### src/hw/rtl/vhpd_pkg.sv
// ----------------------------------------------------------------------------
// vhpd_pkg
// Shared widths, register indexes, reset values and control types for the
// visual hold PD command block.
// ----------------------------------------------------------------------------
`default_nettype none

package vhpd_pkg;

    // Field widths
    localparam int RESIDUAL_BITS = 16;
    localparam int TIME_BITS     = 48;
    localparam int STATUS_W      = 2;
    localparam int GAIN_W        = 16;
    localparam int LIMIT_W       = 15;
    localparam int RADIUS_W      = 16;
    localparam int OUT_W         = 16;

    // Configuration port
    localparam int CFG_ADDR_W = 2;
    localparam int CFG_DATA_W = 16;

    localparam logic [CFG_ADDR_W-1:0] REG_PROP_GAIN      = 2'd0;
    localparam logic [CFG_ADDR_W-1:0] REG_DERIV_GAIN     = 2'd1;
    localparam logic [CFG_ADDR_W-1:0] REG_COMMAND_LIMIT  = 2'd2;
    localparam logic [CFG_ADDR_W-1:0] REG_RECENTRE_RAD   = 2'd3;

    localparam logic [GAIN_W-1:0]   PROP_GAIN_RESET     = 16'd262;
    localparam logic [GAIN_W-1:0]   DERIV_GAIN_RESET    = 16'd1311;
    localparam logic [LIMIT_W-1:0]  COMMAND_LIMIT_RESET = 15'd11469;
    localparam logic [RADIUS_W-1:0] RECENTRE_RAD_RESET  = 16'd1024;

    // Tracking status codes
    localparam logic [STATUS_W-1:0] TRACK_OK       = 2'd0;
    localparam logic [STATUS_W-1:0] TRACK_DEGRADED = 2'd1;

    // Arithmetic widths
    localparam int USEC_W = 20;
    localparam logic [USEC_W-1:0] USEC_PER_SEC = 20'd1000000;
    localparam int PROD_W     = RESIDUAL_BITS + GAIN_W + 1;
    localparam int MAG_W      = RESIDUAL_BITS + GAIN_W;
    localparam int NUM_W      = MAG_W + USEC_W;
    localparam int SUM_W      = NUM_W + 2;
    localparam int CMD_SHIFT  = 5;
    localparam int SCALED_W   = SUM_W - CMD_SHIFT;
    localparam int SQ_W       = 2 * RESIDUAL_BITS;
    localparam int DIV_CNT_W  = $clog2(NUM_W);

    // Stream packing
    localparam int IN_HOLD_POS   = 0;
    localparam int IN_STATUS_POS = 1;
    localparam int IN_SX_POS     = IN_STATUS_POS + STATUS_W;
    localparam int IN_SY_POS     = IN_SX_POS + RESIDUAL_BITS;
    localparam int IN_SP_POS     = IN_SY_POS + RESIDUAL_BITS;
    localparam int IN_TIME_POS   = IN_SP_POS + RESIDUAL_BITS;
    localparam int IN_FIELDS_W   = IN_TIME_POS + TIME_BITS;
    localparam int IN_DATA_W     = ((IN_FIELDS_W + 7) / 8) * 8;
    localparam int OUT_FIELDS_W  = 2 * OUT_W + 2;
    localparam int OUT_DATA_W    = ((OUT_FIELDS_W + 7) / 8) * 8;

    // Controller to datapath
    typedef struct packed {
        logic load;
        logic prep;
        logic mul1;
        logic mul2;
        logic div_step;
        logic sum;
        logic out_load;
    } vhpd_cmd_t;

    // Datapath to controller
    typedef struct packed {
        logic div_done;
        logic out_free;
    } vhpd_status_t;

endpackage

`default_nettype wire

### src/hw/rtl/vhpd_ctrl.sv
// ----------------------------------------------------------------------------
// vhpd_ctrl
// Sequencer for one transaction: capture, prepare, two multiply steps, the
// shared-count divide, sum and result hand-off.
// ----------------------------------------------------------------------------
`default_nettype none

module vhpd_ctrl (
    input  wire                    clk,
    input  wire                    rst_n,
    input  wire                    in_tvalid,
    output logic                   in_tready,
    input  vhpd_pkg::vhpd_status_t status,
    output vhpd_pkg::vhpd_cmd_t    cmd
);
    import vhpd_pkg::*;

    localparam logic [2:0] S_IDLE = 3'd0;
    localparam logic [2:0] S_PREP = 3'd1;
    localparam logic [2:0] S_MUL1 = 3'd2;
    localparam logic [2:0] S_MUL2 = 3'd3;
    localparam logic [2:0] S_DIV  = 3'd4;
    localparam logic [2:0] S_SUM  = 3'd5;
    localparam logic [2:0] S_OUT  = 3'd6;

    logic [2:0] state_reg;
    logic [2:0] state_next;

    assign in_tready = (state_reg == S_IDLE);

    always_comb
    begin
        cmd          = '0;
        state_next   = state_reg;
        case (state_reg)
            S_IDLE:
            begin
                if (in_tvalid)
                begin
                    cmd.load   = 1'b1;
                    state_next = S_PREP;
                end
            end
            S_PREP:
            begin
                cmd.prep   = 1'b1;
                state_next = S_MUL1;
            end
            S_MUL1:
            begin
                cmd.mul1   = 1'b1;
                state_next = S_MUL2;
            end
            S_MUL2:
            begin
                cmd.mul2   = 1'b1;
                state_next = S_DIV;
            end
            S_DIV:
            begin
                cmd.div_step = 1'b1;
                if (status.div_done)
                begin
                    state_next = S_SUM;
                end
            end
            S_SUM:
            begin
                cmd.sum    = 1'b1;
                state_next = S_OUT;
            end
            S_OUT:
            begin
                if (status.out_free)
                begin
                    cmd.out_load = 1'b1;
                    state_next   = S_IDLE;
                end
            end
            default:
            begin
                state_next = S_IDLE;
            end
        endcase
    end

    always_ff @(posedge clk or negedge rst_n)
    begin
        if (!rst_n)
        begin
            state_reg <= S_IDLE;
        end
        else
        begin
            state_reg <= state_next;
        end
    end

`ifndef NO_ASSERTIONS
    a_accept_starts_prep: assert property (@(posedge clk) disable iff (!rst_n)
        in_tvalid && in_tready |=> state_reg == S_PREP)
        else $error("accepted transaction did not start preparation");

    a_stall_holds_result: assert property (@(posedge clk) disable iff (!rst_n)
        state_reg == S_OUT && !status.out_free |=> state_reg == S_OUT)
        else $error("result left the sequencer while the output slot was full");
`endif

endmodule

`default_nettype wire

### config.mk
export PLATFORM = sky130hd
export DESIGN_NAME = vhpd_ctrl
export DESIGN_NICKNAME = d
export VERILOG_FILES = /design/src/hw/rtl/vhpd_pkg.sv /design/src/hw/rtl/vhpd_ctrl.sv
export SDC_FILE = /design/constraint.sdc
export NUM_CORES = 1
export LEC_CHECK = 0
export BUFFER_PORTS_ARGS = -buffer_cell sky130_fd_sc_hd__buf_2
export CAP_MARGIN = 10
export CORE_AREA = 2 2 39 41
export CTS_BUF_LIST = sky130_fd_sc_hd__clkbuf_4 sky130_fd_sc_hd__clkbuf_8 sky130_fd_sc_hd__clkbuf_16
export CTS_CLUSTER_DIAMETER = 200
export DETAILED_ROUTE_END_ITERATION = 6
export DIE_AREA = 0 0 41 43
export SYNTH_ARGS = -nofsm -noshare
export SYNTH_HDL_FRONTEND = slang
export SYNTH_SLANG_ARGS = --single-unit
### constraint.sdc
create_clock -name clk -period 2.09 [get_ports clk]
set_input_delay 0.209 -clock clk [delete_from_list [all_inputs] [get_ports clk]]
set_output_delay 0.209 -clock clk [all_outputs]
set_load 0.02 [all_outputs]
==> results of run 1 <==
## cells by family after synthesis
family	Yosys count
AOI/OAI and AO/OA	5
buffers and inverters	2
DFF	3
and+or+nand+nor	12
## worst reg2reg max path, cell delays in order, from the launching register on
cell and delay, ns:
dfrtp_1 0.47, and3b_1 0.23, a21o_1 0.15
## metal layers
layer / share of wire [%] / wire length [um] / vias to the layer above / track usage (%)
li1: - / - / 109 / -
met1: 53 / 254 / 82 / 10.4
met2: 37 / 176 / 10 / 6.88
met3: 10 / 49 / 0 / 3.66
met5: 0 / 0 / - / 0
met4: 0 / 0 / 0 / 6.00
## what timing repair did
| action | 4_1_cts | 5_1_grt |
|---|---|---|
| hold buffers | 1 | 0 |
| setup endpoints to repair | 0 | 0 |
| setup buffers | 0 | 0 |
| hold endpoints to repair | 3 | 0 |
## power by group
| part | total (mW) | switching (mW) | internal [mW] |
|---|---|---|---|
| Clock | 0.111 | 0.0264 | 0.0842 |
| Combinational | 0.240 | 0.137 | 0.104 |
| Sequential | 0.144 | 0.0577 | 0.0861 |
| Total | 0.495 | 0.221 | 0.274 |
## through the flow
stage	hold WS [ns]	setup WS [ns]	power [mW]	std cells
after floorplan	-0.0866	0.782	0.322	22
after global placement	0.00618	0.939	0.381	49
after detailed placement	0.00469	0.936	0.385	49
after CTS	0.259	0.675	0.505	54
after global routing	0.259	0.583	0.549	54
final	0.262	0.687	0.495	54
## final timing paths
check / start / end / slack (ns) / depth (start not counted)
min reg2reg: state_reg[0] / state_reg[0] / 0.59 / 1
max: state_reg[2] / cmd[0] / 0.69 / 3
min in group asynchronous: rst_n / state_reg[0] / 0.31 / 2
min: status[1] / state_reg[0] / 0.26 / 3
max reg2reg: state_reg[2] / state_reg[2] / 1.12 / 2
max in group asynchronous: rst_n / state_reg[2] / 1.68 / 2
## layout make-up
| type | count | area (um^2) |
|---|---|---|
| Timing Repair Buffer | 13 | 70.1 |
| Clock buffer | 4 | 30.0 |
| Multi-Input combinational cell | 17 | 109 |
| Tap cell | 16 | 20.0 |
| Inverter | 1 | 3.75 |
| Fill cell | 162 | 1080 |
| Sequential cell | 3 | 75.1 |
## cell usage in the layout, fill, tap and decap left out
master,n
dfrtp_1,3
dlygate4sd3_1,1
nor2b_1,1
buf_2,12
o21ai_0,1
a21oi_1,1
nor2_1,2
nor3b_1,1
nand3b_1,1
o21bai_1,1
and3b_1,1
nor3_1,1
and2_1,1
and2_2,1
nor3_2,1
nand2b_1,2
inv_1,1
o21ai_1,1
clkbuf_4,4
a21o_1,1
## Yosys cell counts (all sizes together) (2+ instances only)
cell,count,share of area [%]
dfrtp,3,38
and2,2,6.9
nor3,2,7.5
o21ai,2,5.0
nor2,2,3.8
nand2b,2,6.3
==> metrics.txt, run 1 <==
crit-path leading delay family flip-flops; clk_skew 0.000970 ns; Root Driver clkbuf_4; DP HPWL 373 um; CP Data Required Time 1.88 ns; Peak VDD IR 0.403 mV; worst skew pair latency 0.23 ns; I/O Pins 13; simple-gate share of the synthesized area 39.6%; Syn Inst Count 22; fraction of registers with async set/reset 100%; post-layout util 22.2%; Die Area 0.00176 mm^2; Fin Setup TNS 0 ns; Area Growth Syn to Fin 54.7%; syn_nets 27; critical path's largest stage delay 0.47 ns; Placed Area 268 um^2; LEAKAGE 0.165 nW; clock slew at reported path FFs 0.03 ns; Buf/Inv on CP 1; via count 201; drt via density 3.72; Critical Path Sink Type output port; grt ovf 0; # rows 14; wire length per cell after detailed routing 8.89 um; Nets 44; post-CTS sizing 0; Pwr Density 1610 mW/mm^2; cells along the critical path and2_2, nor2b_1, buf_2; final hold violations 0; Starting DRT DRC Count 0; number of synthesized flops with an enable pin 0; Most used DFF post-synth dfrtp_1; share of cells above drive strength 1 47.4%; distinct cell type count after synthesis 18; Mean Syn Cell Area 9.04 um^2; gr usage total 7.04%; CP Class register to output port; XOR/XNOR Fraction of Synth Area 0%; port bufs 12; Tightest Pin Transition 0.256 ns; CTS tree done; crit share post-route 67.1%; chip height 43 um; drt first pass iters 1; largest net degree at the start of global routing 10; vias in the first global route 192; H-tree levels 1; number of flip-flops in the largest register 3; Routability Congestion 0.745; starting density of the core 14.4%; Max Fclk 713 MHz; #FFs+latches synth 3; crit path launch type register; Num CTS Buffers 3; drc violations 0; post-synthesis compound-gate area fraction 15.1%; Max-cap violations 0; mux contribution to synthesized area 0%; initial antenna violation count 0; hold crit path type input port to register; sequential area share after synthesis 37.7%; final WL 480 um; fin. max-slew vios 0; Finish-stage setup viols 0; CP arrival 1.19 ns; first-pass GRT wire length 800 um; clock sinks 3; Worst Path Max Fanout 9; antenna cell count 0; die width 41 um; Max Root-Sink Buffers 2; final instance area 308 um^2; Core Area 0.00138 mm^2; status finished, final reports clean; post-synthesis cell area 199 um^2; main combinational cell family by area after synthesis simple AND/OR/NAND/NOR gates; Period minus WS final 1.40 ns; synth warn 0; slowest CP cell dfrtp_1; Adder-Cell Fraction of Synth Area 0%; worst rel slew slack 82.9%; Final ANT Viol Nets 0; unrepaired setup endpoints after global routing false
Note: power is estimated with default switching activity, not from simulation.
==> run 2: changes to the inputs <==
clock period = 1.2 ns   (was 2.09 ns; I/O delays follow)
==> run 2 against run 1 <==
  * The run now ends with negative setup slack left
  * Critical endpoint unchanged
  * Hold slack worse by 0.12 ns
  * Register-to-register slack got worse by 0.89 ns
  * Largest power group unchanged
  * Power rose by 110%
  * Utilization grew 3.9 points
  * Critical path type unchanged
  * Die area unchanged
  * Clock skew is 0.00055 ns higher
==> metrics.txt, run 2 (synthesized netlist as in run 1, its figures left out) <==
status finished, violations left; failing checks negative setup slack; via count 226 (+12%); R2R Path End state_reg[0]; slowest CP cell dfrtp_2; antenna cell count 0 (unchanged); starting density of the core 14.4% (unchanged); share of cells above drive strength 1 62.5% (+15 points); Max-cap violations 0 (unchanged); DP HPWL 346 um (-7.1%); Hold Path End state_reg[0]; drt first pass iters 1 (unchanged); commonest non-fill, non-tap cells in the layout 7 x buf_2, 4 x clkbuf_4, 4 x buf_4; Max Fclk 784 MHz; worst hold path depth 3 (unchanged); Root Driver clkbuf_4; Core Area 0.00138 mm^2 (unchanged); final hold violations 0 (unchanged); Starting DRT DRC Count 0 (unchanged); clock sinks 3 (unchanged); Tightest Pin Transition 0.195 ns (-0.0611 ns); sequential group share of total power 26.3% (-2.8 points); Sw Ratio 42.9% (-1.7 points); Sw Pwr 0.447 mW (+100%); Routability Congestion 0.657 (-12%); Non-Filler Instances 56 (+3.7%); hold crit path type input port to register; fin. max-slew vios 0 (unchanged); crit path launch type register; number of flip-flops in the largest register 3 (unchanged); crit share post-route 106%; final WL 553 um (+15%); CP Class register to output port; chip height 43 um (unchanged); clock slew at reported path FFs 0.04 ns (about the same); unrepaired setup endpoints after global routing true; Period minus WS final 1.28 ns; largest net degree at the start of global routing 10 (unchanged); R2R Setup Slk 0.23 ns (-0.89 ns); clk_skew 0.00152 ns (+0.000553 ns); cells along the critical path buf_4, nand2b_4, nor2b_1, buf_4; Peak VDD IR 1.07 mV (+160%); Post-Place Cells 49 (unchanged); gr usage total 8.27% (+1.2 points); initial antenna violation count 0 (unchanged); Area Growth Syn to Fin 81.8%; CP Data Required Time 1.08 ns (-0.80 ns); Max Root-Sink Buffers 2 (unchanged); Die Area 0.00176 mm^2 (unchanged); Pwr Density 2880 mW/mm^2 (+79%); Nets 46 (+4.5%); r2r startpoint state_reg[2]; wire length per cell after detailed routing 9.88 um (+11%); LEAKAGE 0.178 nW (+7.4%); total power 1.04 mW (+110%); hold path startpoint status[1]; drt via density 4.04 (+8.4%); Final ANT Viol Nets 0 (unchanged); # rows 14 (unchanged); worst rel slew slack 87.0% (+4.1 points); Num CTS Buffers 3 (unchanged); commonest non-fill, non-tap cell in the layout buf_2; CTS tree done; final worst slack -0.0755 ns (-0.762 ns); critical path's largest stage delay 0.44 ns (-0.03 ns); Worst Path Max Fanout 9 (unchanged); Finish-stage setup viols 5 (+5); Int Pwr 0.594 mW (+120%); CP arrival 1.16 ns (-0.03 ns); I/O Pins 13 (unchanged); H-tree levels 1 (unchanged); worst skew pair latency 0.24 ns (about the same); die width 41 um (unchanged); first-pass GRT wire length 876 um (+9.5%); Clock power frac 19.7% (-2.7 points); drc violations 0 (unchanged); crit-path most repeated cell buf_4; port bufs 12 (unchanged); logic gate share of total power 54.0% (+5.4 points); Worst Reg2Reg Path Length in Cells 3 (+1); grt ovf 0 (unchanged); Critical Path Sink Type output port; vias in the first global route 201 (+4.7%)
## run 2: metrics by stage
stage / cell area (um^2) / hold slack (ns) / util (%) / TNS (ns) / setup slack [ns]
after floorplan: 205 / -0.176 / - / 0 / 0.0545
after global placement: 274 / -0.0839 / 19.8 / 0 / 0.0833
after CTS: 342 / 0.142 / 24.7 / -0.333 / -0.0888
after global routing: 362 / 0.163 / 26.1 / -0.769 / -0.137
final: 362 / 0.146 / 26.1 / -0.257 / -0.0755
after detailed placement: 274 / -0.0800 / 19.8 / 0 / 0.0941
## run 2: metal layers
metal  share of wire [%]  global-route usage [%]  vias to the layer above
li1                    -                       -                      110
met1                  44                    10.7                      102
met2                  45                    8.75                       12
met3                 7.8                    3.14                        2
met4                 2.5                    10.0                        0
met5                   0                       0                        -
## run 2: final cells by class
| cell class | instances | area, um^2 |
|---|---|---|
| inverter | 1 | 3.75 |
| tap | 16 | 20.0 |
| multi-input combinational | 17 | 128 |
| sequential | 3 | 78.8 |
| clock buffer | 4 | 30.0 |
| fill | 150 | 1020 |
| timing repair buffer | 15 | 101 |
## run 2: worst max-delay path by stage
| stage | startpoint | endpoint | slack [ns] |
|---|---|---|---|
| after floorplan | state_reg[0] | cmd[6] | 0.05 |
| after global placement | state_reg[2] | cmd[0] | 0.08 |
| after detailed placement | state_reg[2] | cmd[0] | 0.09 |
| after CTS | state_reg[2] | cmd[6] | -0.09 |
| after global routing | state_reg[1] | cmd[0] | -0.14 |
| final | state_reg[1] | cmd[0] | -0.08 |
## run 2: critical path: cells and delay by family (launching register included)
family,cells,cell delay [ns]
flip-flops,1,0.44
buffers and inverters,2,0.30
AND/OR/NAND/NOR,2,0.17
## run 2: power groups by stage
stage	Sequential, mW	Combinational [mW]	Clock (mW)
final	0.274	0.562	0.206
after global routing	0.292	0.607	0.227
after CTS	0.274	0.507	0.213
after detailed placement	0.272	0.426	0
after global placement	0.269	0.422	0
after floorplan	0.218	0.371	0
## run 2: what timing repair did
item	4_1_cts	5_1_grt
setup buffers	1	1
pin swaps	2	0
hold buffers	1	0
endpoints found under the hold margin	3	0
gates resized for setup	10	4
endpoints found under the setup margin	8	8
